## config.mk

```make
export PLATFORM = sky130hd
export DESIGN_NAME = sgni_back
export DESIGN_NICKNAME = d
export VERILOG_FILES = /design/src/hdl/sgni_pkg.sv /design/src/hdl/sgni_back.sv
export SDC_FILE = /design/constraint.sdc
export NUM_CORES = 2
export LEC_CHECK = 0
export BUFFER_PORTS_ARGS = -buffer_cell sky130_fd_sc_hd__buf_2
export CAP_MARGIN = 10
export CORE_MARGIN = 5
export CORE_UTILIZATION = 40
export CTS_BUF_LIST = sky130_fd_sc_hd__clkbuf_4 sky130_fd_sc_hd__clkbuf_8 sky130_fd_sc_hd__clkbuf_16
export CTS_CLUSTER_DIAMETER = 150
export CTS_CLUSTER_SIZE = 10
export DETAILED_ROUTE_END_ITERATION = 10
export PLACE_DENSITY = 0.67
export SLEW_MARGIN = 25
export SYNTH_ARGS = -nofsm -noshare
export SYNTH_HDL_FRONTEND = slang
export SYNTH_SLANG_ARGS = --single-unit
```

## constraint.sdc

```tcl
create_clock -name i_clk -period 19.86 [get_ports i_clk]
set_input_delay 2.979 -clock i_clk [delete_from_list [all_inputs] [get_ports i_clk]]
set_output_delay 2.979 -clock i_clk [all_outputs]
set_load 0.02 [all_outputs]
```

## src/hdl/sgni_pkg.sv

```systemverilog
package sgni_pkg;

    localparam int NUM_DIMS  = 4;
    localparam int MAX_DIMS  = 4;
    localparam int CELL_BITS = 10;
    localparam int CRD_BITS  = CELL_BITS + 1;
    localparam int IDX_BITS  = 48;
    localparam int DIV_STEPS = 4;

    localparam logic [2:0] MODE_CC  = 3'd0;
    localparam logic [2:0] MODE_VV  = 3'd1;
    localparam logic [2:0] MODE_FC  = 3'd2;
    localparam logic [2:0] MODE_CF  = 3'd3;
    localparam logic [2:0] MODE_FV  = 3'd4;
    localparam logic [2:0] MODE_CV  = 3'd5;
    localparam logic [2:0] MODE_VC  = 3'd6;
    localparam logic [2:0] MODE_BAD = 3'd7;

    localparam logic [1:0] ST_OK    = 2'd0;
    localparam logic [1:0] ST_EMPTY = 2'd1;
    localparam logic [1:0] ST_ERR   = 2'd2;

    localparam logic [2:0] REG_DIMS   = 3'd0;
    localparam logic [2:0] REG_CELLS0 = 3'd1;
    localparam logic [2:0] REG_CELLS3 = 3'd4;

    // size kinds
    localparam logic [1:0] KIND_CELL  = 2'd0;
    localparam logic [1:0] KIND_VERT  = 2'd1;
    localparam logic [1:0] KIND_FACET = 2'd2;

    typedef struct packed {
        logic [2:0]                          dims;
        logic [NUM_DIMS-1:0][CELL_BITS-1:0] cells;
    } t_cfg;

    typedef struct packed {
        logic                               err;
        logic [2:0]                         mode;
        logic [2:0]                         nd;
        logic [1:0]                         fd;
        logic [NUM_DIMS-1:0][CRD_BITS-1:0] crd;
        logic [NUM_DIMS-1:0][IDX_BITS-1:0] ofs;
    } t_job;

    // extent along dimension k for a numbering kind (facet widened along dir)
    function automatic logic [CRD_BITS-1:0] dim_size(t_cfg cfg, logic [1:0] kind,
                                                     logic [1:0] dir, logic [1:0] k);
        logic [CRD_BITS-1:0] base;
        base = {1'b0, cfg.cells[k]};
        unique case (kind)
            KIND_VERT:  dim_size = base + CRD_BITS'(1);
            KIND_FACET: dim_size = base + CRD_BITS'(k == dir);
            default:    dim_size = base;
        endcase
    endfunction

endpackage

```

## src/hdl/sgni_back.sv

```systemverilog
module sgni_back (
    input  logic                          i_clk,
    input  logic                          i_rst_n,
    input  logic                          i_empty,
    input  sgni_pkg::t_job                i_job,
    input  sgni_pkg::t_cfg                i_cfg,
    output logic                          o_pop,
    output logic                          o_strobe,
    output logic [sgni_pkg::IDX_BITS-1:0] o_neighbor_index,
    output logic                          o_last,
    output logic [1:0]                    o_status
);
    import sgni_pkg::*;

    localparam logic [2:0] B_IDLE = 3'd0;
    localparam logic [2:0] B_CAND = 3'd1;
    localparam logic [2:0] B_MUL  = 3'd2;
    localparam logic [2:0] B_OFS  = 3'd3;
    localparam logic [2:0] B_FIN  = 3'd4;

    logic [2:0]                        r_state;
    t_job                              r_job;
    logic [4:0]                        r_j;
    logic [NUM_DIMS-1:0][CRD_BITS-1:0] r_t;
    logic [NUM_DIMS-1:0][CRD_BITS-1:0] r_sz;
    logic [IDX_BITS-1:0]               r_ofs;
    logic [IDX_BITS-1:0]               r_acc;
    logic [1:0]                        r_k;
    logic [IDX_BITS-1:0]               r_pend;
    logic                              r_pv;
    logic                              r_strobe;
    logic [IDX_BITS-1:0]               r_nidx;
    logic                              r_last;
    logic [1:0]                        r_status;

    logic                              w_valid;
    logic [NUM_DIMS-1:0][CRD_BITS-1:0] w_t;
    logic [NUM_DIMS-1:0][CRD_BITS-1:0] w_sz;
    logic [IDX_BITS-1:0]               w_ofs;
    logic [4:0]                        w_count;
    logic [1:0]                        w_kind;
    logic [1:0]                        w_dd;
    logic [3:0]                        w_jb;
    logic [1:0]                        w_fd;
    logic [IDX_BITS+CRD_BITS-1:0]      w_mac;

    assign w_jb = r_j[3:0];
    assign w_dd = r_j[2:1];
    assign w_fd = r_job.fd;

    always_comb begin
        case (r_job.mode) inside
            MODE_CC, MODE_VV, MODE_CF: w_count = 5'(r_job.nd) << 1;
            MODE_FC:                   w_count = 5'd2;
            default:                   w_count = 5'd1 << r_job.nd;
        endcase
        case (r_job.mode) inside
            MODE_VV, MODE_FV, MODE_CV: w_kind = KIND_VERT;
            MODE_CF:                   w_kind = KIND_FACET;
            default:                   w_kind = KIND_CELL;
        endcase
    end

    // candidate target coordinates for step r_j
    always_comb begin
        w_valid = 1'b1;
        w_t     = r_job.crd;
        w_ofs   = '0;
        for (int k = 0; k < NUM_DIMS; k++) begin
            w_sz[k] = dim_size(i_cfg, w_kind, w_dd, 2'(k));
        end
        case (r_job.mode) inside
            MODE_CC, MODE_VV: begin
                if (w_jb[0]) begin
                    w_valid     = ({1'b0, r_job.crd[w_dd]} + 12'd1) < {1'b0, w_sz[w_dd]};
                    w_t[w_dd]   = r_job.crd[w_dd] + CRD_BITS'(1);
                end else begin
                    w_valid     = (r_job.crd[w_dd] != '0);
                    w_t[w_dd]   = r_job.crd[w_dd] - CRD_BITS'(1);
                end
            end
            MODE_FC: begin
                if (w_jb[0]) begin
                    w_valid   = (r_job.crd[w_fd] != '0);
                    w_t[w_fd] = r_job.crd[w_fd] - CRD_BITS'(1);
                end else begin
                    w_valid   = r_job.crd[w_fd] < {1'b0, i_cfg.cells[w_fd]};
                end
            end
            MODE_CF: begin
                w_t[w_dd] = r_job.crd[w_dd] + CRD_BITS'(w_jb[0]);
                w_ofs     = r_job.ofs[w_dd];
            end
            MODE_FV, MODE_CV: begin
                if (r_job.mode == MODE_FV && w_jb[w_fd]) w_valid = 1'b0;
                for (int k = 0; k < NUM_DIMS; k++) begin
                    w_t[k] = r_job.crd[k] + CRD_BITS'(w_jb[k]);
                end
            end
            MODE_VC: begin
                for (int k = 0; k < NUM_DIMS; k++) begin
                    w_t[k] = r_job.crd[k] - CRD_BITS'(w_jb[k]);
                    if (3'(k) < r_job.nd &&
                        (r_job.crd[k] < CRD_BITS'(w_jb[k]) || w_t[k] >= w_sz[k]))
                        w_valid = 1'b0;
                end
            end
            default: w_valid = 1'b0;
        endcase
    end

    // Horner step, highest dimension first
    assign w_mac = r_acc * r_sz[r_k] + (IDX_BITS + CRD_BITS)'(r_t[r_k]);

    always_ff @(posedge i_clk) begin
        if (!i_rst_n) begin
            r_state  <= B_IDLE;
            r_strobe <= 1'b0;
            r_pv     <= 1'b0;
        end else begin
            r_strobe <= 1'b0;
            unique case (r_state)
                B_IDLE: begin
                    if (!i_empty) begin
                        r_job   <= i_job;
                        r_j     <= 5'd0;
                        r_pv    <= 1'b0;
                        r_state <= i_job.err ? B_FIN : B_CAND;
                    end
                end
                B_CAND: begin
                    if (r_j == w_count) begin
                        r_state <= B_FIN;
                    end else if (w_valid) begin
                        r_t     <= w_t;
                        r_sz    <= w_sz;
                        r_ofs   <= w_ofs;
                        r_acc   <= '0;
                        r_k     <= 2'(r_job.nd - 3'd1);
                        r_state <= B_MUL;
                    end else begin
                        r_j <= r_j + 5'd1;
                    end
                end
                B_MUL: begin
                    r_acc <= w_mac[IDX_BITS-1:0];
                    if (r_k == 2'd0) r_state <= B_OFS;
                    else r_k <= r_k - 2'd1;
                end
                B_OFS: begin
                    // hold one result back so the final one can carry last
                    if (r_pv) begin
                        r_strobe <= 1'b1;
                        r_nidx   <= r_pend;
                        r_last   <= 1'b0;
                        r_status <= ST_OK;
                    end
                    r_pend  <= r_acc + r_ofs;
                    r_pv    <= 1'b1;
                    r_j     <= r_j + 5'd1;
                    r_state <= B_CAND;
                end
                B_FIN: begin
                    r_strobe <= 1'b1;
                    r_last   <= 1'b1;
                    if (r_job.err) begin
                        r_nidx   <= '0;
                        r_status <= ST_ERR;
                    end else if (r_pv) begin
                        r_nidx   <= r_pend;
                        r_status <= ST_OK;
                    end else begin
                        r_nidx   <= '0;
                        r_status <= ST_EMPTY;
                    end
                    r_pv    <= 1'b0;
                    r_state <= B_IDLE;
                end
                default: r_state <= B_IDLE;
            endcase
        end
    end

    assign o_pop            = (r_state == B_IDLE) && !i_empty;
    assign o_strobe         = r_strobe;
    assign o_neighbor_index = r_nidx;
    assign o_last           = r_last;
    assign o_status         = r_status;

endmodule

```

# == After elaboration in Yosys (flattened, before gate mapping) ==
# Index checks and enable logic that the tools add are counted.
# word_totals
mem_bits_ro,0
ff_bits,540
mem_count,0
mem_bits_rw,0
latch_bits,0
out_inout_bits,53
# classes
add_sub_neg,26
reduce_logical,37
order_cmp,19
bitwise_logic,3
multipliers,1
div,0
muxes,82
n_eq_ne,24
n_shift,1
# op_table
cell,count
2-to-1 mux 44 bit,7
2-to-1 mux 48 bit,6
case mux 48 bit (2 select lines),2
bitwise mux 44 bit,4
binary-select mux 11 bit (select 2 bit),5
binary-select mux 48 bit (select 2 bit),1
case mux 11 bit (2 select lines),4
2-to-1 mux 11 bit,7
adder 11 x 1 -> 11 bit,5
adder 48 x 11 -> 48 bit,1
adder 48 bit,1
multiplier 48 x 11 -> 48 bit,1
adder 10 x 1 -> 11 bit,4
adder 10 x 1 -> 11 bit (second input constant),4
demux 11 bit (select 2 bit),2
>= comparator 11 bit,4
less-than comparator 11 x 1 -> 1 bit,4
subtractor 11 x 1 -> 11 bit,4
2-to-1 mux 5 bit,5
nonzero test 11 bit,2
subtractor 11 x 1 -> 11 bit (second input constant),2
binary-select mux 10 bit (select 2 bit),1
2-to-1 mux 1 bit,17
2-to-1 mux 3 bit,5
44 further kinds,95

# == Longest topological paths before layout ==
# logic_depth
word_depth,20
depth_mapped,26

# == Least setup slack after synthesis ==
# Ideal clock, no wire load.
# synth_timing
kind,in2reg
from,in i_cfg[20] in the netlist's numbering
to,"reg r_ofs[0], enable pin"
stages,16
t_required_ns,19.226
arrival_time_ns,11.688
path_buffers,0
slack_ns,7.538
cell_sequence,ha_1 ha_1 nand2_1 or3_1 or2_2 ha_1 nand3_1 nor4_1 a211oi_1 o21ai_0 o32a_1 a2111oi_0 o2bb2ai_1 o31ai_1 a22oi_4 nor2_1
# synth_between
elab_chain_cells,13
elab_cells_between_ends,22
cone_classes,add/sub (2); order compare (3); mux (14); reduce/logical (3)
# synth_rtl
item,line,text
"start, declared",sgni_back.sv:6,"input sgni_pkg::t_cfg i_cfg,"
adder 10 x 1 -> 11 bit (on tied branches),"sgni_pkg.sv:53, sgni_pkg.sv:52",
case mux 11 bit (2 select lines),sgni_pkg.sv:51,unique case (kind)
>= comparator 11 bit,sgni_back.sv:104,(r_job.crd[k] < CRD_BITS'(w_jb[k]) || w_t[k] >= w_sz[k]))
logical OR 1 bit,sgni_back.sv:104,
logical AND 1 bit,sgni_back.sv:103,if (3'(k) < r_job.nd &&
2-to-1 mux 1 bit (2 in series),sgni_back.sv:103,
2-to-1 mux 1 bit (4 in series),sgni_back.sv:72,case (r_job.mode) inside
2-to-1 mux 1 bit (*),sgni_back.sv:72,
AND reduction 4 bit (no line) (*),-,
"end signal, assigned",sgni_back.sv:137,r_ofs <= w_ofs;
"end, declared",sgni_back.sv:26,logic [IDX_BITS-1:0] r_ofs;
# Mark *: on every way between the ends. The rest lies on a longest branch, timed or not. The select of a mux whose other input is x is not followed.
# A chain may end at the register's enable or synchronous reset.

# == Worst setup path in the final report ==
# layout_timing
from,in i_cfg[20] in the netlist's numbering
to,"reg r_ofs[31], enable pin"
# Same word-level chain as after synthesis.

==> metrics.yaml <==
run_status:
  status: "finished clean"
power_and_ir_drop:
  ir_worst_vdd_uv: 131
  p_per_area_nw_per_um2: 99.5
  total_leakage_power_nw: 20.3
global_route:
  grt_max_degree: 84
  grt_util_met2_pct: 37.0
  track_usage_pct: 22.3
  grt_pass1_vias: 34800
  grt_pass1_wl_um: 209000
  met3_usage_pct: 4.12
  antenna_found_initial: 5
  grt_util_met1_pct: 28.6
  gr-total-overflow: 0
  busiest_layer: "met2"
sta:
  fin_skew_ns: 0.0676
  worst_pin_slew_ns: 1.11
  hold_viol_final: 0
  finalSetupTns_ns: 0
  maxSlewHeadroom_pct: 25.5
  drv_slew: 0
  fmax_mhz: 123
  fin_crit_ns: 8.12
  finalSetupViolCount: 0
  min_period_over_period_pct: 40.9
  rsz0062_at_grt: "no"
logic_synthesis:
  yosys.area.top_type_share_pct: 35.0
  ys_warn_count: 0
  synth_top_area_cell: "edfxtp_1"
  async_flop_share_pct: 0
  syn_nets: 5281
  synth_top_flop_cell: "edfxtp_1"
  synthTopCellsByArea: "edfxtp_1 35%, fa_1 16%, ha_1 6.6%"
  synthTopCellsByCount: "535 x edfxtp_1, 486 x inv_1, 467 x nand2_1"
  syn-cell-area_sq_um: 45800
  yosysSeqAreaShare_pct: 35.3
  synth_edf_count: 535
  ys_ff_latch: 540
  synth.most_common_cell: "edfxtp_1"
  syn_avg_cell_area_sq_um: 10.5
  synth_cell_types: 88
  syn_inst: 4375
finish:
  drive_above_1_share_pct: 14.0
  seq_area_sq_um: 16200
  area_growth_pct: 10.4
  instances_no_fill: 6085
  multi_input_area_sq_um: 26800
  fillers: 10600
  nets: 5453
clocking:
  h-tree-depth: 2
  numCtsBuffers: 59
  cts_root_buf: "clkbuf_16"
  clkLatencyLatePin_ns: 0.71
  cts_tree: "built"
  clock_path_buffers: 3
  ctsResizeCount: 0
  postCtsSetupRepairBufs: 0
  holdBufCountCts: 0
  cts_sinks: 540
  clk_pin_slew_ns: 0.07
detailed_routing:
  drt_wl_total_um: 137000
  first_pass_iters: 6
  drc: 0
  routedWlPerCell_um: 22.6
  ant_nets: 0
  drt-vias-per-instance: 5.65
  first_iter_violations: 3140
  vias: 34400
flow_run:
  cap_violations: 0
worst_setup_path:
  worstPathArrival_ns: 8.41
  start_kind: "primary input"
  cp-end-kind: "register"
  crit_chain: "buf_2 -> ha_1 -> ha_1 -> nand2_1 -> or3_1 -> nor2_1 -> xnor2_1 -> ha_1 -> nand3_1 -> nor4_1 -> a211oi_1 -> o21ai_0 -> o32a_1 -> a2111oi_0 -> o2bb2ai_1 -> o31ai_1 -> a22oi_4 -> nor2_4 -> buf_4 -> buf_4"
  crit_fanout: 51
  required_ns: 20.15
  critPathKind: "in2reg"
  cpPeakStageDelay_ns: 0.62
  cpMaxStageDelayCell: "buf_4"
  crit_top_cell: "ha_1"
die:
  core-area_sq_um: 114000
  start_util_pct: 40.2
  num_rows: 124
  dieArea_sq_um: 121000
  die_h_um: 349
  dieWidth_um: 349
  ioPinCount: 344
placed_design:
  dpl.hpwl_um: 102000
  dp.cells: 5996
  place_congestion: 1.01
  numPortBuffers: 340
min_path:
  hp-class: "reg2reg"
stage by stage:
step | hold WS (ns) | power, W | cell area (sq um) | setup slack [ns] | util, %
after floorplan | 0.497 | 0.00337 | 45800 | 7.54 | -
after global placement | 0.502 | 0.00396 | 48800 | 11.26 | 42.8
after detailed placement | 0.503 | 0.00398 | 48800 | 11.08 | 42.8
after CTS | 0.460 | 0.00505 | 50600 | 11.75 | 44.3
after global routing | 0.496 | 0.00542 | 50600 | 11.45 | 44.4
final | 0.465 | 0.00504 | 50600 | 11.74 | 44.4
logic make-up after synthesis:
group	after synthesis	synth area share (%)
simple gates	1362	14.8
buf+inv	774	6.40
compound gates	722	10.2
fa+ha+maj	618	23.0
flops	540	35.3
xor+xnor	227	4.34
mux	132	5.98
critical path: cells and delay by family:
family	cells	cell delay, ns
buffers and inverters	3	1.26
XOR/XNOR	1	0.29
AO/OA/AOI/OAI	7	2.09
AND/OR/NAND/NOR	6	0.97
adder cells (fa/ha/maj)	3	0.70
where the power goes:
part / total (W) / internal [W] / switching [W]
combinational: 0.00263 / 0.00109 / 0.00154
clock: 0.00104 / 0.000581 / 0.000456
sequential: 0.00137 / 0.00132 / 0.0000481
total: 0.00504 / 0.00299 / 0.00205
state kept, by name, summed over array words and instances, names as in the netlist, 3 cells and up:
register and cells:
o_neighbor_index 48, r_acc 48, r_j 5, r_job 243, r_ofs 48, r_pend 48
r_state 3, r_sz 44, r_t 44
area by class of cell:
cell class / count / area share (%)
clock buffer: 84 / 3.32
timing repair buffer: 397 / 4.28
clock inverter: 2 / 0.0988
sequential: 540 / 31.9
tap: 1512 / 3.74
antenna: 1 / 0.00494
multi-input combinational: 3061 / 53.0
inverter: 488 / 3.62
path summary, 6_finish.rpt:
kind / from / to / slack (ns) / cells after the start
setup / recovery: i_cfg[20] / r_ofs[31] / 11.74 / 20
hold / removal: r_pend[3] / o_neighbor_index[3] / 0.47 / 1
setup reg to reg: r_k[0] / r_acc[38] / 11.96 / 23
hold reg to reg: r_pend[3] / o_neighbor_index[3] / 0.47 / 1
routing by layer:
metal	share of wire, %	vias up
li1	-	15400
met1	39	17100
met2	47	1581
met3	8.3	311
met4	5.1	2
met5	0.0058	-
cell usage in the layout, fill, tap and decap left out, drive strengths merged, types with 51 or more instances in the layout:
cell type,netlist,final
edfxtp,535,535
inv,488,489
nand2,467,467
buf,36,397
fa,374,374
and2,328,328
ha,241,241
nor2,200,200
a21oi,190,190
o21ai,153,153
xnor2,132,132
mux4,113,113
xor2,95,95
clkbuf,250,84
and3,79,79
nor3,66,66
a21o,65,65
nand3,63,63
a31oi,51,51
(Power assumes the default switching activity.)
