## config.mk

```make
export PLATFORM = sky130hd
export DESIGN_NAME = sgni_front
export DESIGN_NICKNAME = d
export VERILOG_FILES = /design/src/hdl/sgni_pkg.sv /design/src/hdl/sgni_front.sv
export SDC_FILE = /design/constraint.sdc
export NUM_CORES = 2
export LEC_CHECK = 0
export ABC_AREA = 1
export ABC_CLOCK_PERIOD_IN_PS = 36700
export BUFFER_PORTS_ARGS = -buffer_cell sky130_fd_sc_hd__buf_2
export CELL_PAD_IN_SITES_DETAIL_PLACEMENT = 1
export CELL_PAD_IN_SITES_GLOBAL_PLACEMENT = 2
export CORE_UTILIZATION = 39
export DETAILED_ROUTE_END_ITERATION = 6
export PLACE_DENSITY_LB_ADDON = 0.1
export SYNTH_ARGS = -nofsm -noshare
export SYNTH_HDL_FRONTEND = slang
export SYNTH_SLANG_ARGS = --single-unit
```

## constraint.sdc

```tcl
create_clock -name i_clk -period 36.7 [get_ports i_clk]
set_input_delay 7.34 -clock i_clk [delete_from_list [all_inputs] [get_ports i_clk]]
set_output_delay 7.34 -clock i_clk [all_outputs]
set_load 0.02 [all_outputs]
```

## src/hdl/sgni_pkg.sv

```systemverilog
package sgni_pkg;

    localparam int NUM_DIMS  = 4;
    localparam int MAX_DIMS  = 4;
    localparam int CELL_BITS = 10;
    localparam int CRD_BITS  = CELL_BITS + 1;
    localparam int IDX_BITS  = 48;
    localparam int DIV_STEPS = 4;

    localparam logic [2:0] MODE_CC  = 3'd0;
    localparam logic [2:0] MODE_VV  = 3'd1;
    localparam logic [2:0] MODE_FC  = 3'd2;
    localparam logic [2:0] MODE_CF  = 3'd3;
    localparam logic [2:0] MODE_FV  = 3'd4;
    localparam logic [2:0] MODE_CV  = 3'd5;
    localparam logic [2:0] MODE_VC  = 3'd6;
    localparam logic [2:0] MODE_BAD = 3'd7;

    localparam logic [1:0] ST_OK    = 2'd0;
    localparam logic [1:0] ST_EMPTY = 2'd1;
    localparam logic [1:0] ST_ERR   = 2'd2;

    localparam logic [2:0] REG_DIMS   = 3'd0;
    localparam logic [2:0] REG_CELLS0 = 3'd1;
    localparam logic [2:0] REG_CELLS3 = 3'd4;

    // size kinds
    localparam logic [1:0] KIND_CELL  = 2'd0;
    localparam logic [1:0] KIND_VERT  = 2'd1;
    localparam logic [1:0] KIND_FACET = 2'd2;

    typedef struct packed {
        logic [2:0]                          dims;
        logic [NUM_DIMS-1:0][CELL_BITS-1:0] cells;
    } t_cfg;

    typedef struct packed {
        logic                               err;
        logic [2:0]                         mode;
        logic [2:0]                         nd;
        logic [1:0]                         fd;
        logic [NUM_DIMS-1:0][CRD_BITS-1:0] crd;
        logic [NUM_DIMS-1:0][IDX_BITS-1:0] ofs;
    } t_job;

    // extent along dimension k for a numbering kind (facet widened along dir)
    function automatic logic [CRD_BITS-1:0] dim_size(t_cfg cfg, logic [1:0] kind,
                                                     logic [1:0] dir, logic [1:0] k);
        logic [CRD_BITS-1:0] base;
        base = {1'b0, cfg.cells[k]};
        unique case (kind)
            KIND_VERT:  dim_size = base + CRD_BITS'(1);
            KIND_FACET: dim_size = base + CRD_BITS'(k == dir);
            default:    dim_size = base;
        endcase
    endfunction

endpackage

```

## src/hdl/sgni_front.sv

```systemverilog
module sgni_front (
    input  logic                         i_clk,
    input  logic                         i_rst_n,
    input  logic                         i_start,
    input  logic [2:0]                   i_mode,
    input  logic [sgni_pkg::IDX_BITS-1:0] i_element_index,
    input  sgni_pkg::t_cfg               i_cfg,
    input  logic                         i_full,
    output logic                         o_busy,
    output logic                         o_push,
    output sgni_pkg::t_job               o_job
);
    import sgni_pkg::*;

    localparam logic [2:0] F_IDLE = 3'd0;
    localparam logic [2:0] F_PROD = 3'd1;
    localparam logic [2:0] F_FIND = 3'd2;
    localparam logic [2:0] F_DIV  = 3'd3;
    localparam logic [2:0] F_PUSH = 3'd4;
    localparam int DIV_CYC = IDX_BITS / DIV_STEPS;
    localparam logic [3:0] DIV_LAST = 4'(DIV_CYC - 1);

    logic [2:0]                        r_state;
    logic [2:0]                        r_mode;
    logic [2:0]                        r_nd;
    logic                              r_err;
    logic [IDX_BITS-1:0]               r_e;
    logic [5:0][IDX_BITS-1:0]          r_prod;
    logic [IDX_BITS-1:0]               r_acc;
    logic [2:0]                        r_s;
    logic [1:0]                        r_k;
    logic [1:0]                        r_dir;
    logic [1:0]                        r_fd;
    logic                              r_found;
    logic [IDX_BITS-1:0]               r_rem;
    logic [IDX_BITS-1:0]               r_run;
    logic [NUM_DIMS-1:0][IDX_BITS-1:0] r_ofs;
    logic [IDX_BITS-1:0]               r_lin;
    logic [CRD_BITS:0]                 r_dr;
    logic [3:0]                        r_bit;
    logic [NUM_DIMS-1:0][CRD_BITS-1:0] r_crd;

    logic                    w_geo_ok;
    logic [2:0]              w_mode;
    logic [1:0]              w_ndm1;
    logic [1:0]              w_kind;
    logic [1:0]              w_pkind;
    logic [CRD_BITS-1:0]     w_psize;
    logic [IDX_BITS+CRD_BITS-1:0] w_pmul;
    logic [IDX_BITS-1:0]     w_fp;
    logic                    w_facet;
    logic                    w_hit;
    logic                    w_rerr;
    logic [CRD_BITS-1:0]     w_dsz;
    logic [CRD_BITS:0]       w_tr;
    logic [IDX_BITS-1:0]     w_tq;

    always_comb begin
        w_geo_ok = (i_cfg.dims >= 3'd1) && (i_cfg.dims <= 3'(MAX_DIMS));
        for (int d = 0; d < NUM_DIMS; d++) begin
            if (3'(d) < i_cfg.dims && i_cfg.cells[d] == '0) w_geo_ok = 1'b0;
        end
        w_mode = (w_geo_ok && i_cfg.dims == 3'd1 && i_mode == MODE_FV) ? MODE_VV : i_mode;
    end

    assign w_ndm1 = 2'(r_nd - 3'd1);

    always_comb begin
        case (r_mode) inside
            MODE_CC, MODE_CF, MODE_CV: w_kind = KIND_CELL;
            MODE_VV, MODE_VC:          w_kind = KIND_VERT;
            default:                   w_kind = KIND_FACET;
        endcase
    end
    assign w_facet = (w_kind == KIND_FACET);

    // product slots: 0 cells, 1 vertices, 2.. facets per direction
    assign w_pkind = (r_s == 3'd0) ? KIND_CELL : (r_s == 3'd1) ? KIND_VERT : KIND_FACET;
    assign w_psize = dim_size(i_cfg, w_pkind, 2'(r_s - 3'd2), r_k);
    assign w_pmul  = r_acc * w_psize;

    assign w_fp  = r_prod[3'(r_dir) + 3'd2];
    assign w_hit = w_facet && !r_found && (r_rem < w_fp);

    always_comb begin
        unique case (w_kind)
            KIND_CELL: w_rerr = (r_e >= r_prod[0]);
            KIND_VERT: w_rerr = (r_e >= r_prod[1]);
            default:   w_rerr = !(r_found || w_hit);
        endcase
    end

    // radix-16 restoring divide step
    assign w_dsz = dim_size(i_cfg, w_kind, r_fd, r_k);
    always_comb begin
        w_tr = r_dr;
        w_tq = r_lin;
        for (int i = 0; i < DIV_STEPS; i++) begin
            w_tr = {w_tr[CRD_BITS-1:0], w_tq[IDX_BITS-1]};
            w_tq = {w_tq[IDX_BITS-2:0], 1'b0};
            if (w_tr >= {1'b0, w_dsz}) begin
                w_tr    = w_tr - {1'b0, w_dsz};
                w_tq[0] = 1'b1;
            end
        end
    end

    always_ff @(posedge i_clk) begin
        if (!i_rst_n) begin
            r_state <= F_IDLE;
        end else begin
            unique case (r_state)
                F_IDLE: begin
                    if (i_start) begin
                        r_mode  <= w_mode;
                        r_e     <= i_element_index;
                        r_nd    <= i_cfg.dims;
                        r_err   <= !w_geo_ok || (i_mode == MODE_BAD);
                        r_crd   <= '0;
                        r_acc   <= IDX_BITS'(1);
                        r_s     <= 3'd0;
                        r_k     <= 2'd0;
                        r_dir   <= 2'd0;
                        r_fd    <= 2'd0;
                        r_found <= 1'b0;
                        r_rem   <= i_element_index;
                        r_run   <= '0;
                        r_ofs   <= '0;
                        r_state <= (!w_geo_ok || i_mode == MODE_BAD) ? F_PUSH : F_PROD;
                    end
                end
                F_PROD: begin
                    if (r_k == w_ndm1) begin
                        r_prod[r_s] <= w_pmul[IDX_BITS-1:0];
                        r_acc       <= IDX_BITS'(1);
                        r_k         <= 2'd0;
                        if (r_s == r_nd + 3'd1) r_state <= F_FIND;
                        else r_s <= r_s + 3'd1;
                    end else begin
                        r_acc <= w_pmul[IDX_BITS-1:0];
                        r_k   <= r_k + 2'd1;
                    end
                end
                F_FIND: begin
                    r_ofs[r_dir] <= r_run;
                    r_run        <= r_run + w_fp;
                    if (w_hit) begin
                        r_found <= 1'b1;
                        r_fd    <= r_dir;
                    end else if (w_facet && !r_found) begin
                        r_rem <= r_rem - w_fp;
                    end
                    if (r_dir == w_ndm1) begin
                        r_lin <= w_facet ? r_rem : r_e;
                        r_k   <= 2'd0;
                        r_dr  <= '0;
                        r_bit <= 4'd0;
                        if (w_rerr) begin
                            r_err   <= 1'b1;
                            r_state <= F_PUSH;
                        end else begin
                            r_state <= F_DIV;
                        end
                    end else begin
                        r_dir <= r_dir + 2'd1;
                    end
                end
                F_DIV: begin
                    if (r_bit == DIV_LAST) begin
                        r_crd[r_k] <= w_tr[CRD_BITS-1:0];
                        r_lin      <= w_tq;
                        r_dr       <= '0;
                        r_bit      <= 4'd0;
                        if (r_k == w_ndm1) r_state <= F_PUSH;
                        else r_k <= r_k + 2'd1;
                    end else begin
                        r_dr  <= w_tr;
                        r_lin <= w_tq;
                        r_bit <= r_bit + 4'd1;
                    end
                end
                F_PUSH: begin
                    if (!i_full) r_state <= F_IDLE;
                end
                default: r_state <= F_IDLE;
            endcase
        end
    end

    assign o_busy = (r_state != F_IDLE);
    assign o_push = (r_state == F_PUSH) && !i_full;

    always_comb begin
        o_job.err  = r_err;
        o_job.mode = r_mode;
        o_job.nd   = r_nd;
        o_job.fd   = r_fd;
        o_job.crd  = r_crd;
        o_job.ofs  = r_ofs;
    end

endmodule

```

# After elaboration in Yosys (flattened, before gate mapping)
# Cells that the tools add are included.
# word_totals
inputBits	98
latchBits	0
romBits	0
memories	0
ff_bits	799
out_inout_bits	247
ramBits	0
# op_classes
addsub	17
n_reduce_logical	48
n_eq_ne	36
magnitude_cmp	20
shift	0
bitwise	0
div_mod_pow	0
mux	86
multipliers	1
# op_table
op	n
$mux W48	11
$pmux W192 S2	1
$pmux W48 S2	4
$bwmux W288	1
$bwmux W192	1
$mux W192	1
$bmux W48 S3	1
$demux W48 S3	1
$demux W48 S2	1
$ge A48 B48 Y1	2
$mux W44	2
$pmux W44 S2	1
$mux W11	7
$pmux W11 S2	3
$add A48 B48 Y48	1
$ge A12 B11 Y1	4
$lt A48 B48 Y1	1
$mul A48 B11 Y48	1
$sub A48 B48 Y48	1
$bwmux W44	1
$sub A11 B11 Y11	4
$logic_not A10 Y1	4
$mux W3	12
$ne A2 B2 Y1 const B	14
other kinds (50)	128

# Depth between registers and ports, before layout
# logic_depth
depth_word	17
ltp_mapped	68
mapped_depth_nobuf	65

# Least setup slack after synthesis
# OpenSTA, ideal clock, no wires.
# synth_path
kind	input-to-reg
start	input port i_start
end	register r_rem[0] (enable)
arrival_ns	27.313
n_path_buf	0
setup_slack_ns	8.933
setup_time_ns	0.454
t_required_ns	36.246
stages	4
path_cell_list	o21ai_0 -> nor3_1 -> inv_1 -> nor2_1
# synth_between
elab_chain_cells	2
# synth_rtl
element	line_no	source
from (decl)	sgni_front.sv:4	input logic i_start,
$ne A2 B2 Y1 (no line)	n/a	
$reduce_and A5 Y1 (no line)	n/a	
to (signal assigned)	sgni_front.sv:126	r_rem <= i_element_index;
to (signal assigned)	sgni_front.sv:151	r_rem <= r_rem - w_fp;
to (decl)	sgni_front.sv:35	logic [IDX_BITS-1:0] r_rem;
# No other way between the ends.
# A chain may end at the register's enable or synchronous reset.

# Worst setup path in the final report
# layout_path
start	input port i_cfg[30] (netlist bit)
end	register r_crd (netlist bit o_job[232]) (data pin)
# layout_between
elab_chain_cells	15
elab_cells_between_ends	20
cone_classes	6 x add/sub; 4 x order compare; 10 x mux
# layout_rtl
element	line_no	source
from (decl)	sgni_front.sv:7	input sgni_pkg::t_cfg i_cfg,
$bmux W10 S2 (*)	sgni_pkg.sv:50	base = {1'b0, cfg.cells[k]};
$mux W10 (not written as such) (*)	sgni_pkg.sv:50	
$add A10 B1 Y11 (on tied branches)	sgni_pkg.sv:53, sgni_pkg.sv:52	
$pmux W11 S2 (*)	sgni_pkg.sv:51	unique case (kind)
$sub A11 B11 Y11 / $ge A12 B11 Y1 (equally long branches)	sgni_front.sv:102, sgni_front.sv:101	
$mux W11	sgni_front.sv:101	if (w_tr >= {1'b0, w_dsz}) begin
$sub A11 B11 Y11 / $ge A12 B11 Y1 (equally long branches)	sgni_front.sv:102, sgni_front.sv:101	
$mux W11	sgni_front.sv:101	
$sub A11 B11 Y11 / $ge A12 B11 Y1 (equally long branches)	sgni_front.sv:102, sgni_front.sv:101	
$mux W11	sgni_front.sv:101	
$sub A11 B11 Y11 / $ge A12 B11 Y1 (equally long branches)	sgni_front.sv:102, sgni_front.sv:101	
$mux W11 (*)	sgni_front.sv:101	
$bwmux W44 (*)	sgni_front.sv:170	r_crd[r_k] <= w_tr[CRD_BITS-1:0];
$mux W44 (*)	sgni_front.sv:169	if (r_bit == DIV_LAST) begin
$pmux W44 S2 (*)	sgni_front.sv:112	unique case (r_state)
to (signal, indexed assignment)	sgni_front.sv:170	
to (decl)	sgni_front.sv:41	logic [NUM_DIMS-1:0][CRD_BITS-1:0] r_crd;
# Mark *: on every way between the ends. The rest lies on a longest branch, timed or not. The select of a mux whose other input is x is not followed.

==> results.ini <==
[outcome]
status=finished clean

[worst_setup_path]
crit_path_frequent_cell=nand2_1
critPathBufInv=9
cpPeakStageDelay_ns=0.56
required_ns=37.11
arrival_ns=18.13
path_max_fanout=15
cp_top_family=compound AO/OA/AOI/OAI gates
path_class=in2reg
worst_setup_path_end_kind=register
critPathSlowestCell=o221ai_1
start_kind=input pin

[sta]
slew_headroom=0.245
hold_violations=0
worst_slew_pin_slew_ns=1.12
final.period_utilization=0.483
tns_ns=0
max_freq_ghz=0.0564
setup_viol=0
fin_crit_ns=17.72
slew_viol_final=0
rsz0062_at_grt=no
fin_skew_ns=0.0357

[final_layout]
nets=7440
seq_area_um2=24000
layout-drive-gt1-share=0.0931
area_delta_synth_final_pct=11.5
n_fill_cell=16994
multi_input_area_um2=29000

[clocking]
clk_pin_slew_worst_paths_ns=0.06
cts_setup_buffers=0
numCtsBuffers=90
cts_tree=built
root_buffer=clkbuf_16
clock-sinks=799
clock_latency_ns=0.71
hold_buffers=0
cts_resized=0
h-tree-depth=3
cts_buffer_depth=3

[drt]
remaining_drc_errors=0
totalWireLength_mm=194
antenna_left=0
via_per_inst=5.30
drt_iter0_drc=2702
wl_per_cell_um=22.5
routed-via-count=45843
dr.pass1.iters=5

[logic_synthesis]
seq_area_frac_synth=0.418
synth_most_common_cell=nand2_1
synthDistinctLibCells=65
synth_area_um2=57400
synth_area_leaders=edfxtp_1 42%, fa_1 13%, nand2_1 11%
yosys_warnings=0
async_flop_share=0
yosys.area.top_type=edfxtp_1
synth-edff-count=796
synth_nets=7199
synth_top_area_frac=0.417
avgSynthCellArea_um2=8.95
ys_seq_elements=799
synth_cells=6414
synth_ff_type=edfxtp_1
synthTopCellsByCount=1687 x nand2_1, 940 x inv_1, 796 x edfxtp_1

[global_route]
grt_pass1_vias=48131
grt_max_degree=161
overflow=0
groute.usage.overall=0.261
grt_pass1_wl_mm=295
antenna_found_initial=15

[floorplan]
initial_utilization=0.393
rows=140
die_area_um2=149000
core_um2=146000
die_x_um=386
num_io_pins=345
die_height_um=386

[placed_design]
gp_congestion=0.878
dp_hpwl_mm=147
port_buffers=344

[min_path]
hp-class=reg2reg

[job]
cap_viol_max_count=0

==> stage by stage <==
stage,hold WS [ns],instance area (µm²),util,instances,setup WS [ns]
5_1_grt,0.573,64000,0.438,8640,18.00
6_report,0.542,64000,0.438,8643,18.98
3_5_place_dp,0.522,61100,0.419,8480,18.48
3_3_place_gp,0.528,61100,0.419,8480,18.80
4_1_cts,0.533,64000,0.438,8640,19.23
2_1_floorplan,0.484,57400,-,6414,8.93
==> path summary, 6_finish.rpt <==
kind / start / to / slack, ns / cells after the start
max: i_cfg[30] / o_job[232] / 18.98 / 58
min: r_state[1] / r_state[1] / 0.54 / 2
max reg2reg: r_k[1] / o_job[232] / 24.35 / 57
min reg2reg: r_state[1] / r_state[1] / 0.54 / 2
==> layer usage <==
layer  vias to the layer above  track usage  wire length, µm  part of all wire
li1                      21558            -                -                 -
met1                     23239        0.367            91900              0.47
met2                       809        0.427            90000              0.46
met3                       219       0.0306             8410             0.043
met4                        18       0.0616             3910             0.020
met5                         -            0               92           0.00047
==> sequential cells by signal (all words and copies together), names as in the netlist <==
register and count:
r_nd 3, r_prod 288, r_dr 11, r_mode 3, r_acc 48, r_k 2, r_e 48, r_err 1
r_run 48, r_fd 2, r_state 3, o_job 236, r_bit 4, r_dir 2, r_found 1, r_s 3
r_lin 48, r_rem 48
==> placed cells by master, fill, tap and decap left out, drive strengths merged, types with 5 or more instances in the layout <==
master	count
o221ai	15
a31oi	75
o21a	46
o2111ai	7
nor4	17
nor2	464
or2	10
clkinv	37
nand3b	8
xor2	80
o31ai	7
a21o	7
buf	400
nor3	37
clkbuf	108
bufinv	9
ha	318
a211oi	10
nand4	39
o21ai	249
nand2	1708
fa	369
a21oi	604
o211ai	13
o21bai	15
a21boi	10
inv	955
o311ai	5
edfxtp	796
xnor2	55
nand3	174
a32oi	46
==> worst min-delay path: stages (launching register included) <==
cell and delay (ns):
dfxtp_1 0.35, nand2_1 0.08, a21oi_1 0.06
==> final cells by class <==
| class | instances | area share |
|---|---|---|
| Clock inverter | 52 | 0.00812 |
| Inverter | 951 | 0.0560 |
| Clock buffer | 108 | 0.0369 |
| Timing Repair Buffer | 400 | 0.0337 |
| Multi-Input combinational cell | 4413 | 0.453 |
| Tap cell | 1917 | 0.0375 |
| Antenna cell | 3 | 0.000117 |
| Sequential cell | 799 | 0.375 |
==> logic make-up (layout without fill, tap and decap cells) <==
family                     after synthesis  in the layout  synth area share
DFF                                    799            799             0.418
and+or+nand+nor                       2466           2466             0.172
adders and majority gates              687            687             0.198
buffers and inverters                 1202           1511            0.0800
AOI/OAI and AO/OA                     1125           1125             0.111
other                                    0              3                 0
xor gates and xnor gates               135            135            0.0206
Power is left out: the tool's default activity adds up to more than one toggle a clock period on the data nets, which glitch-free logic cannot reach.
