**src/hdl/sgni_pkg.sv**
```systemverilog
package sgni_pkg;

    localparam int NUM_DIMS  = 4;
    localparam int MAX_DIMS  = 4;
    localparam int CELL_BITS = 10;
    localparam int CRD_BITS  = CELL_BITS + 1;
    localparam int IDX_BITS  = 48;
    localparam int DIV_STEPS = 4;

    localparam logic [2:0] MODE_CC  = 3'd0;
    localparam logic [2:0] MODE_VV  = 3'd1;
    localparam logic [2:0] MODE_FC  = 3'd2;
    localparam logic [2:0] MODE_CF  = 3'd3;
    localparam logic [2:0] MODE_FV  = 3'd4;
    localparam logic [2:0] MODE_CV  = 3'd5;
    localparam logic [2:0] MODE_VC  = 3'd6;
    localparam logic [2:0] MODE_BAD = 3'd7;

    localparam logic [1:0] ST_OK    = 2'd0;
    localparam logic [1:0] ST_EMPTY = 2'd1;
    localparam logic [1:0] ST_ERR   = 2'd2;

    localparam logic [2:0] REG_DIMS   = 3'd0;
    localparam logic [2:0] REG_CELLS0 = 3'd1;
    localparam logic [2:0] REG_CELLS3 = 3'd4;

    // size kinds
    localparam logic [1:0] KIND_CELL  = 2'd0;
    localparam logic [1:0] KIND_VERT  = 2'd1;
    localparam logic [1:0] KIND_FACET = 2'd2;

    typedef struct packed {
        logic [2:0]                          dims;
        logic [NUM_DIMS-1:0][CELL_BITS-1:0] cells;
    } t_cfg;

    typedef struct packed {
        logic                               err;
        logic [2:0]                         mode;
        logic [2:0]                         nd;
        logic [1:0]                         fd;
        logic [NUM_DIMS-1:0][CRD_BITS-1:0] crd;
        logic [NUM_DIMS-1:0][IDX_BITS-1:0] ofs;
    } t_job;

    // extent along dimension k for a numbering kind (facet widened along dir)
    function automatic logic [CRD_BITS-1:0] dim_size(t_cfg cfg, logic [1:0] kind,
                                                     logic [1:0] dir, logic [1:0] k);
        logic [CRD_BITS-1:0] base;
        base = {1'b0, cfg.cells[k]};
        unique case (kind)
            KIND_VERT:  dim_size = base + CRD_BITS'(1);
            KIND_FACET: dim_size = base + CRD_BITS'(k == dir);
            default:    dim_size = base;
        endcase
    endfunction

endpackage

```
**src/hdl/sgni_fifo.sv**
```systemverilog
module sgni_fifo (
    input  logic           i_clk,
    input  logic           i_rst_n,
    input  logic           i_push,
    input  sgni_pkg::t_job i_data,
    input  logic           i_pop,
    output logic           o_full,
    output logic           o_empty,
    output sgni_pkg::t_job o_data
);
    import sgni_pkg::*;

    localparam int DEPTH = 4;

    t_job       r_mem [DEPTH];
    logic [1:0] r_wr;
    logic [1:0] r_rd;
    logic [2:0] r_cnt;

    always_ff @(posedge i_clk) begin
        if (i_push) r_mem[r_wr] <= i_data;
    end

    always_ff @(posedge i_clk) begin
        if (!i_rst_n) begin
            r_wr  <= 2'd0;
            r_rd  <= 2'd0;
            r_cnt <= 3'd0;
        end else begin
            if (i_push) r_wr <= r_wr + 2'd1;
            if (i_pop)  r_rd <= r_rd + 2'd1;
            r_cnt <= r_cnt + 3'(i_push) - 3'(i_pop);
        end
    end

    assign o_full  = (r_cnt == 3'(DEPTH));
    assign o_empty = (r_cnt == 3'd0);
    assign o_data  = r_mem[r_rd];

endmodule

```
**config.mk**
```make
export PLATFORM = sky130hd
export DESIGN_NAME = sgni_fifo
export DESIGN_NICKNAME = d
export VERILOG_FILES = /design/src/hdl/sgni_pkg.sv /design/src/hdl/sgni_fifo.sv
export SDC_FILE = /design/constraint.sdc
export NUM_CORES = 1
export LEC_CHECK = 0
export BUFFER_PORTS_ARGS = -buffer_cell sky130_fd_sc_hd__buf_2
export CELL_PAD_IN_SITES_DETAIL_PLACEMENT = 2
export CELL_PAD_IN_SITES_GLOBAL_PLACEMENT = 2
export CORE_ASPECT_RATIO = 0.6
export CORE_UTILIZATION = 35
export DETAILED_ROUTE_END_ITERATION = 8
export GPL_TIMING_DRIVEN = 0
export PLACE_DENSITY_LB_ADDON = 0.1
export SKIP_CTS_REPAIR_TIMING = 1
export SLEW_MARGIN = 40
export SYNTH_ARGS = -nofsm -noshare
export SYNTH_HDL_FRONTEND = slang
export SYNTH_SLANG_ARGS = --single-unit
```
**constraint.sdc**
```tcl
create_clock -name i_clk -period 13.1 [get_ports i_clk]
set_input_delay 1.31 -clock i_clk [delete_from_list [all_inputs] [get_ports i_clk]]
set_output_delay 1.31 -clock i_clk [all_outputs]
set_load 0.05 [all_outputs]
```
Word-level counts from Yosys, hierarchy flattened
Memories as Yosys holds them, arrays and structs flattened. A register that Yosys moved wholly into a read port is not among the register bits.
Index checks and enable logic that the tools add are counted.
W data, S select, Z words.
Word-level totals
  flip-flop bits (word level): 7
  RAM bits: 980
  bits of input ports: 249
  output and inout port bits: 247
  logic and storage cells: 14
  memories kept: 1
Memories
  r_mem: depth 4, bits a word 245, read ports 1, clocked after Yosys merged registers in 1, write ports 1, line sgni_fifo.sv:15  | t_job r_mem [DEPTH];
Cells by class
  add/sub/neg operators: 4
  eq/ne operators: 1
  muxes and demuxes: 4
  reductions and logical operators: 1
Operators with widths (count)
  $add A2 B1 Y2 const B: 2
  $mux W2: 2
  $add A3 B1 Y3: 1
  $eq A3 B3 Y1 const B: 1
  $logic_not A3 Y1: 1
  $sub A3 B1 Y3: 1
  $mux W1: 2

Logic depth before layout (Yosys ltp)
Gate-level depths: netlist of run 1.
  word-level depth: 3
  gate-level depth with buffers: 7
  depth with buffers taken out: 7

Least setup slack after synthesis of run 1
OpenSTA, ideal clock, no wires.
  path type: input-to-reg
  start point: input port i_push
  end point: memory r_mem[0][0] in the netlist's numbering (enable)
  library setup time: 636 ps
  data arrival time: 6851 ps
  required time: 12464 ps
  path slack: 5614 ps
  stages on the path: 1
  buffers on the path: 0
  path through: and2_1
On the way
  cells in the longest elaborated chain, start to end: 2
RTL lines
  from (decl): line sgni_fifo.sv:4  | input logic i_push,
  $mux W1: line sgni_fifo.sv:21  | if (i_push) r_mem[r_wr] <= i_data;
  $mux W1 (implied by the code): line sgni_fifo.sv:21
  to (decl): line sgni_fifo.sv:15
Every way passes these cells.

==> results of run 1 <==
where the power goes:
group	switching [mW]	internal, mW	total, mW
Clock	1.18	1.54	2.72
Combinational	0.740	0.314	1.05
Sequential	0.0327	3.64	3.67
Total	1.95	5.49	7.44
cells in the mapped netlist:
library cell,instances
a21oi_1,1
mux4_2,245
nand3b_1,1
buf_1,8
nor2_1,5
a21bo_2,1
buf_6,6
ha_1,6
clkbuf_1,2
fa_1,1
xnor2_1,2
inv_1,7
dfxtp_1,9
xor3_1,1
buf_2,25
mux2i_1,1
nor3_1,1
and2_1,6
and3_1,1
buf_4,13
edfxtp_1,980
worst max path at each step:
stage	endpoint	slack, ps	depth (start not counted)
floorplan	r_mem[0][0]	5610	1
global placement	r_mem[1][204]	-20	2
detailed placement	o_data[105]	9530	5
CTS	o_data[105]	8730	5
global route	o_data[105]	8730	5
finish	o_data[105]	8970	5
per-layer routing:
metal / vias to the layer above / share of wire (%) / wire length (µm) / global-route usage (%)
met5: - / 0.17 / 146 / 0
met4: 22 / 2.1 / 1800 / 4.46
met3: 142 / 5.3 / 4580 / 4.83
met2: 353 / 53 / 45300 / 29.5
met1: 8645 / 40 / 34000 / 20.3
li1: 7036 / - / - / -
area by class of cell:
type	instances	area (µm²)	area share [%]
Multi-Input combinational cell	272	5760	13.2
Clock inverter	49	440	1.01
Tap cell	1334	1670	3.83
Clock buffer	127	2580	5.93
Antenna cell	5	12.5	0.0287
Buffer	54	329	0.755
Inverter	7	26.3	0.0603
Timing Repair Buffer	528	3150	7.23
Sequential cell	989	29600	67.9
sequential cells by signal (all words and copies together) (netlist names), named ones only:
signal,cells
r_cnt,3
r_mem,980
r_rd,2
r_wr,2
tightest hold or removal path, delay by kind of cell, from the launching register on:
| family | cells | cell delay [ps] |
|---|---|---|
| flip-flops | 1 | 320 |
| AO/OA/AOI/OAI | 1 | 80 |
| AND/OR/NAND/NOR | 1 | 100 |
stage by stage:
| stage | worst slack (ps) | cell area [µm²] | utilization, % | std cells |
|---|---|---|---|---|
| 2_1_floorplan | 5610 | 35700 | - | 1322 |
| 3_3_place_gp | -19.9 | 39900 | 39.6 | 3151 |
| 3_5_place_dp | 9530 | 40500 | 40.2 | 3184 |
| 4_1_cts | 8730 | 43600 | 43.2 | 3360 |
| 5_1_grt | 8730 | 43600 | 43.2 | 3362 |
| 6_report | 8970 | 43600 | 43.2 | 3365 |
logic make-up (layout without fill, tap and decap cells):
family,count (synthesis),count (layout)
AOI/OAI and AO/OA,2,2
xor gates and xnor gates,3,3
adders and majority gates,7,7
buffers and inverters,61,765
DFF,989,989
muxes,246,246
other,0,5
and+or+nand+nor,14,14
==> qor.yml, run 1 <==
finalHoldViolations: 0
critPathTopFamily: "buffers and inverters"
hold_ws_ps: 555
min_period_ps: 4130
avgSynthCellArea_um2: 27.0
setup_viol: 0
start_kind: "flip-flop"
layout-drive-gt1-share_pct: 46.8
ys_seq_elements: 989
cpMostUsedCell: "buf_2"
dr.pass1.iters: 4
grt_pass1_wl_um: 127000
vdd_drop_max_mv: 0.0902
tightest_slew_ps: 755
critPathRequiredTime_ps: 11790
power.leakage_nw: 14.5
gr-total-overflow: 0
path_clk_slew_ps: 60
postRouteAntennaNets: 0
yosysTopAreaCell: "edfxtp_1"
synth_cell_types: 21
dieArea_um2: 103000
worstPathMaxFanout: 10
muxShareOfSynthArea_pct: 15.5
root_buffer: "clkbuf_16"
p_per_area_nw_per_um2: 171
end_kind: "primary output"
wl_per_cell_um: 25.5
layout_commonest_cell: "edfxtp_1"
synth_top_family_by_area: "multiplexers"
reg2regPathDepth: 7
clk_latency_ps: 690
synth_compound_area_share_pct: 0.0420
synth.cell_area_um2: 35700
area_growth_pct: 22.0
ys_seq_area_share_pct: 82.9
ios: 496
final_cell_mix: "edfxtp_1, buf_2, mux4_2"
outcome: "finished, final reports clean"
core_area_um2: 101000
h-tree-depth: 3
grt_max_degree: 35
r2r_end: "r_mem[0][208]"
ys_top_cells_by_area: "edfxtp_1, mux4_2, dfxtp_1"
hold_end: "r_rd[1]"
dr_total_vias: 16198
critPathBufInv: 4
finalCritPeriodShare_pct: 31.5
ys_warn_count: 0
hold_start: "r_rd[1]"
nNetsFinal: 2203
synthXorXnorAreaFrac_pct: 0.116
synth_fa_ha_area_share_pct: 0.266
r2r_slack_ps: 10900
path_cells: "buf_2 > buf_2 > buf_2 > mux4_2 > buf_2"
rsz0062_at_grt: "false"
tns_ps: 0
slew_headroom_pct: 49.6
dpl.hpwl_um: 57200
power_mw: 7.44
maxCapViolCount: 0
die_w_um: 414
gp_congestion: 0.679
fill_cells: 9129
crit_type: "reg2out"
hold_path_class: "reg2reg"
slew_violations: 0
crit_arrival_ps: 2820
portBuffers: 495
fmax_ghz: 0.242
clock_skew_ps: 23.3
cts_buffers: 95
routed_wl_um: 85800
crit_path_max_incr_delay_ps: 400
cts_buffer_depth: 3
whs_path_depth: 2
gr-usage-all-layers_pct: 16.8
clock_sinks: 989
synth.top_cell.area_share_pct: 82.4
via_per_inst: 4.81
r2r_start: "r_wr[0]"
start_util_pct: 35.4
rows: 90
grt_pass1_vias: 17956
die_y_um: 249
antenna_found_initial: 24
synth_simple_gate_area_share_pct: 0.210
cts_tree: "built"
drc: 0
crit_slowest_cell: "buf_2"
syn_inst: 1322
drt_iter0_drc: 793
synth_fp_nets: 1578
No activity file was read; power rests on OpenSTA's default activity.
==> run 2: changes to the inputs <==
==> constraint.sdc (replaced) <==
create_clock -name i_clk -period 4.3 [get_ports i_clk]
set_input_delay 0.43 -clock i_clk [delete_from_list [all_inputs] [get_ports i_clk]]
set_output_delay 0.43 -clock i_clk [all_outputs]
set_load 0.05 [all_outputs]
==> run 2 against run 1 <==
Clock skew decreased by 3.4 ps. Cell count increased by 7.5%. Hold slack got worse by 450 ps. Sequential share of layout area decreased by 3.7 points. Via count increased by 5.2%. Sequential power increased to 3.1 times the previous value. Highest routed layer unchanged. Non-clock buffer count increased by 250. Register-to-register slack got worse by 8700 ps.
==> qor.yml, run 2 (synthesis gave the netlist of run 1 again) <==
slew_headroom_pct: 47.9  # -1.7 points
area_growth_pct: 29.0
grt_pass1_vias: 18108  # +0.85%
final_cell_mix: "edfxtp_1, buf_2, dlygate4sd3_1"
cts_tree: "built"
ios: 496  # unchanged
dr_total_vias: 17045  # +5.2%
critPathRequiredTime_ps: 3870  # -7920 ps
cpMostUsedCell: "buf_2"
grt_pass1_wl_um: 126000  # -0.66%
dieArea_um2: 103000  # unchanged
root_buffer: "clkbuf_16"
die_y_um: 249  # unchanged
worstPathMaxFanout: 10  # unchanged
grt-busiest-layer: "met2"
h-tree-depth: 3  # unchanged
vdd_drop_max_mv: 0.341  # +280%
multi_input_area_um2: 5760  # unchanged
crit_path_max_incr_delay_ps: 380  # -20 ps
placed_area_um2: 40600  # +0.16%
maxCapViolCount: 0  # unchanged
crit_arrival_ps: 2760  # -60 ps
clock_sinks: 989  # unchanged
fmax_ghz: 0.313
layout-drive-gt1-share_pct: 42.1  # -4.7 points
drc: 0  # unchanged
cts_buffer_depth: 3  # unchanged
crit_type: "reg2out"
core_area_um2: 101000  # unchanged
hold_path_class: "in2reg"
dr.pass1.iters: 4  # unchanged
min_period_ps: 3190
nNetsFinal: 2454  # +11%
use_met1_pct: 20.5  # +0.23 points
gr-usage-all-layers_pct: 16.6  # -0.17 points
finalCritPeriodShare_pct: 74.3
start_util_pct: 35.4  # unchanged
crit_slowest_cell: "mux4_2"
die_w_um: 414  # unchanged
regMostFlops: "r_mem"
path_clk_slew_ps: 60  # about the same
routed_wl_um: 87500  # +1.9%
grt_use_met2_pct: 28.4  # -1.1 points
regArea_um2: 29600  # unchanged
antenna_found_initial: 10  # -58%
dpl.hpwl_um: 57500  # +0.47%
wl_per_cell_um: 24.2  # -5.2%
grt_max_degree: 33  # -5.7%
largest_reg_flops: 980  # unchanged
gr-total-overflow: 0  # unchanged
fin_util_pct: 45.7  # +2.5 points
stdcell_count: 3617  # +7.5%
layout_commonest_cell: "edfxtp_1"
path_cells: "buf_2 > buf_2 > buf_2 > mux4_2 > buf_2"
outcome: "finished, final reports clean"
power.leakage_nw: 15.5  # +7.1%
rows: 90  # unchanged
met3_usage_pct: 4.89  # +0.062 points
slew_violations: 0  # unchanged
end_kind: "primary output"
postRouteAntennaNets: 0  # unchanged
start_kind: "flip-flop"
finalHoldViolations: 0  # unchanged
clk_latency_ps: 680  # about the same
setup_viol: 0  # unchanged
cts_buffers: 96  # +1.1%
tightest_slew_ps: 781  # +25.7 ps
drt_iter0_drc: 728  # -8.2%
rsz0062_at_grt: "false"
fill_cells: 9103  # -0.28%
p_per_area_nw_per_um2: 494  # +190%
via_per_inst: 4.71  # -2.1%
pre_cts_ws_ps: 1620  # -7910 ps
finalInstanceArea_um2: 46100  # +5.7%
fin_ws_ps: 1110  # -7860 ps
top_regs: "r_mem x980, r_cnt x3"
clock_skew_ps: 19.9  # -3.42 ps
gp_congestion: 0.678  # -0.15%
portBuffers: 495  # unchanged
dpl.cell_count: 3188  # +0.13%
[run 2: power by group]
part           total (mW)  switching [mW]  leakage (nW)  internal [mW]
Sequential           11.2           0.103          9.08           11.1
Combinational        3.41            2.31          5.02           1.11
Clock                8.19            3.65          1.45           4.54
Total                22.8            6.06          15.5           16.7
[run 2: metal layers]
metal	vias to the layer above	part of all wire, %
met2	340	52
met3	116	5.0
met1	9049	40
met5	-	0.021
li1	7536	-
met4	4	2.2
[run 2: area by class of cell]
class | count | share of cell area, %
multi-input cells | 272 | 12.5
repair buffers | 778 | 12.3
plain buffers | 54 | 0.711
clock inverters | 58 | 1.10
clock buffers | 117 | 5.38
well taps | 1334 | 3.62
flip-flops and latches | 989 | 64.2
inverters | 7 | 0.0570
diodes | 8 | 0.0434
[run 2: path summary, 6_finish.rpt]
check,slack [ps],cells after the start,from,endpoint
worst max register to register,2160,5,r_wr[0],r_mem[3][188]
worst min register to register,550,2,r_rd[1],r_rd[1]
worst max-delay path,1110,5,flip-flop,o_data[138]
worst min-delay path,110,3,i_pop,r_rd[0]
[run 2: stage by stage]
step	TNS [ps]	hold slack, ps	total power, mW
floorplan	0	499	13.6
global placement	-2528910	527	14.6
detailed placement	0	545	14.7
CTS	0	-113	23.0
global route	0	87.5	23.6
finish	0	108	22.8
[run 2: worst max-delay path, delay by kind of cell, from the launching register on]
kind,cells,cell delay [ps]
buffers and inverters,4,1330
muxes,1,380
DFF,1,360
==> run 3: changes to the inputs <==
==> constraint.sdc (replaced) <==
create_clock -name i_clk -period 2.6 [get_ports i_clk]
set_input_delay 0.26 -clock i_clk [delete_from_list [all_inputs] [get_ports i_clk]]
set_output_delay 0.26 -clock i_clk [all_outputs]
set_load 0.05 [all_outputs]
==> run 3 against run 2 <==
Combinational power is 79% higher. Total power is 67% higher. Cell count is 0.25% higher. First-iteration DRC count is 12% higher. Register-to-register slack worse by 1800 ps.
==> qor.yml, run 3 (synthesis gave the netlist of run 1 again) <==
slew_headroom_pct: 68.9  # +21 points
power.switching_mw: 10.1  # +67%
area_growth_pct: 32.0
die_y_um: 249  # unchanged
critPathRequiredTime_ps: 2340  # -1530 ps
stdcell_count: 3626  # +0.25%
pre_cts_ws_ps: 75.3  # -1540 ps
hold_start: "i_data[15]"
grt_pass1_wl_um: 126000  # about the same
drt_iter0_drc: 813  # +12%
crit_type: "reg2out"
power_frac_comb_pct: 16.1  # +1.1 points
fill_cells: 8904  # -2.2%
power_frac_seq_pct: 48.6  # -0.5 points
r2r_start: "r_wr[1]"
outcome: "finished, final reports clean"
end_kind: "primary output"
power_mw: 38.1  # +67%
rows: 90  # unchanged
regMostFlops: "r_mem"
cts_buffer_depth: 3  # unchanged
finalHoldViolations: 0  # unchanged
root_buffer: "clkbuf_16"
worstPathMaxFanout: 7  # -3
crit_arrival_ps: 2320  # -440 ps
clk_latency_ps: 680  # about the same
clock_sinks: 989  # unchanged
path_clk_slew_ps: 60  # about the same
min_period_ps: 2580
slew_violations: 0  # unchanged
grt_max_degree: 34  # +3.0%
via_per_inst: 4.78  # +1.5%
antenna_found_initial: 3  # -7
core_area_um2: 101000  # unchanged
routed_wl_um: 88700  # +1.4%
r2r_slack_ps: 320  # -1840 ps
ios: 496  # unchanged
nNetsFinal: 2469  # +0.61%
dr_total_vias: 17348  # +1.8%
dpl.hpwl_um: 56500  # -1.7%
layout-drive-gt1-share_pct: 42.8  # +0.67 points
top_regs: "r_mem x980, r_cnt x3"
start_util_pct: 35.4  # unchanged
gr-total-overflow: 0  # unchanged
clock_skew_ps: 19.5  # -0.403 ps
h-tree-depth: 3  # unchanged
grt_pass1_vias: 18130  # +0.12%
wl_per_cell_um: 24.5  # +1.1%
final_cell_mix: "edfxtp_1, buf_2, dlygate4sd3_1"
gr-usage-all-layers_pct: 16.6  # +0.024 points
finalCritPeriodShare_pct: 99.4
rsz0062_at_grt: "true"
cts_buffers: 96  # unchanged
die_w_um: 414  # unchanged
gp_congestion: 0.698  # +3.0%
fin_ws_ps: 16.9  # -1090 ps
portBuffers: 495  # unchanged
layout_commonest_cell: "edfxtp_1"
p_per_area_nw_per_um2: 807  # +63%
largest_reg_flops: 980  # unchanged
swShare_pct: 26.5  # -0.076 points
power.leakage_nw: 15.9  # +2.6%
internal-power_mw: 28.0  # +67%
postRouteAntennaNets: 0  # unchanged
vdd_drop_max_mv: 0.546  # +60%
dieArea_um2: 103000  # unchanged
maxCapViolCount: 0  # unchanged
dr.pass1.iters: 4  # unchanged
drc: 0  # unchanged
tightest_slew_ps: 466  # -315 ps
dpl.cell_count: 3187  # -0.031%
start_kind: "flip-flop"
setup_viol: 0  # unchanged
cts_tree: "built"
fmax_ghz: 0.387
clkPwrFrac_pct: 35.3  # -0.6 points
hold_path_class: "in2reg"
run 3: cell types whose count changed in the layout (fill, tap and decap cells not counted), sizes merged, moves of 2 or more:
cell / before / now
clkinvlp: 4 / 2
diode: 8 / 1
clkbuf: 119 / 137
clkinv: 43 / 50
dlygate4sd3: 246 / 249
buf: 584 / 574
run 3: final cells by class:
| cell class | instances | area [µm²] | area share, % |
|---|---|---|---|
| repair buffers | 793 | 6340 | 13.5 |
| well taps | 1334 | 1670 | 3.54 |
| clock buffers | 113 | 2490 | 5.27 |
| plain buffers | 54 | 763 | 1.62 |
| flip-flops and latches | 989 | 29600 | 62.8 |
| diodes | 1 | 2.50 | 0.00531 |
| clock inverters | 63 | 489 | 1.04 |
| inverters | 7 | 26.3 | 0.0557 |
| multi-input cells | 272 | 5760 | 12.2 |
run 3: metal layers:
metal / part of all wire, % / vias up / GRT usage (%)
met1: 41 / 9298 / 20.6
li1: - / 7584 / -
met3: 3.9 / 117 / 4.33
met2: 53 / 345 / 28.9
met5: 0.030 / - / 0
met4: 1.9 / 4 / 4.49
run 3: through the flow:
step | setup TNS, ps | hold WS [ps] | cell area, µm² | util (%)
final | 0 | 330 | 47200 | 46.8
after detailed placement | 0 | 477 | 40600 | 40.3
after floorplan | -56310 | 359 | 35700 | -
after global placement | -1623350 | 469 | 39900 | 39.6
after global routing | -6390 | 272 | 47200 | 46.8
after CTS | -143350 | -304 | 43600 | 43.2
run 3: final timing paths:
path	to	cells past startpoint
setup / recovery	o_data[228]	5
hold / removal	r_mem[2][15]	2
setup reg to reg	r_mem[1][177]	7
hold reg to reg	r_wr[1]	2
run 3: critical path, stage by stage (launching register included):
cell       delay (ps)
dfxtp_4           400
buf_12            170
buf_16            160
clkbuf_16         160
mux4_2            540
buf_6             180
run 3: power groups by stage:
stage	Clock (mW)	Combinational [mW]	Sequential, mW
floorplan	0	3.71	18.8
global placement	0	5.22	18.9
detailed placement	0	5.46	18.8
CTS	13.9	5.47	18.5
global route	14.5	6.41	18.5
finish	13.5	6.12	18.5
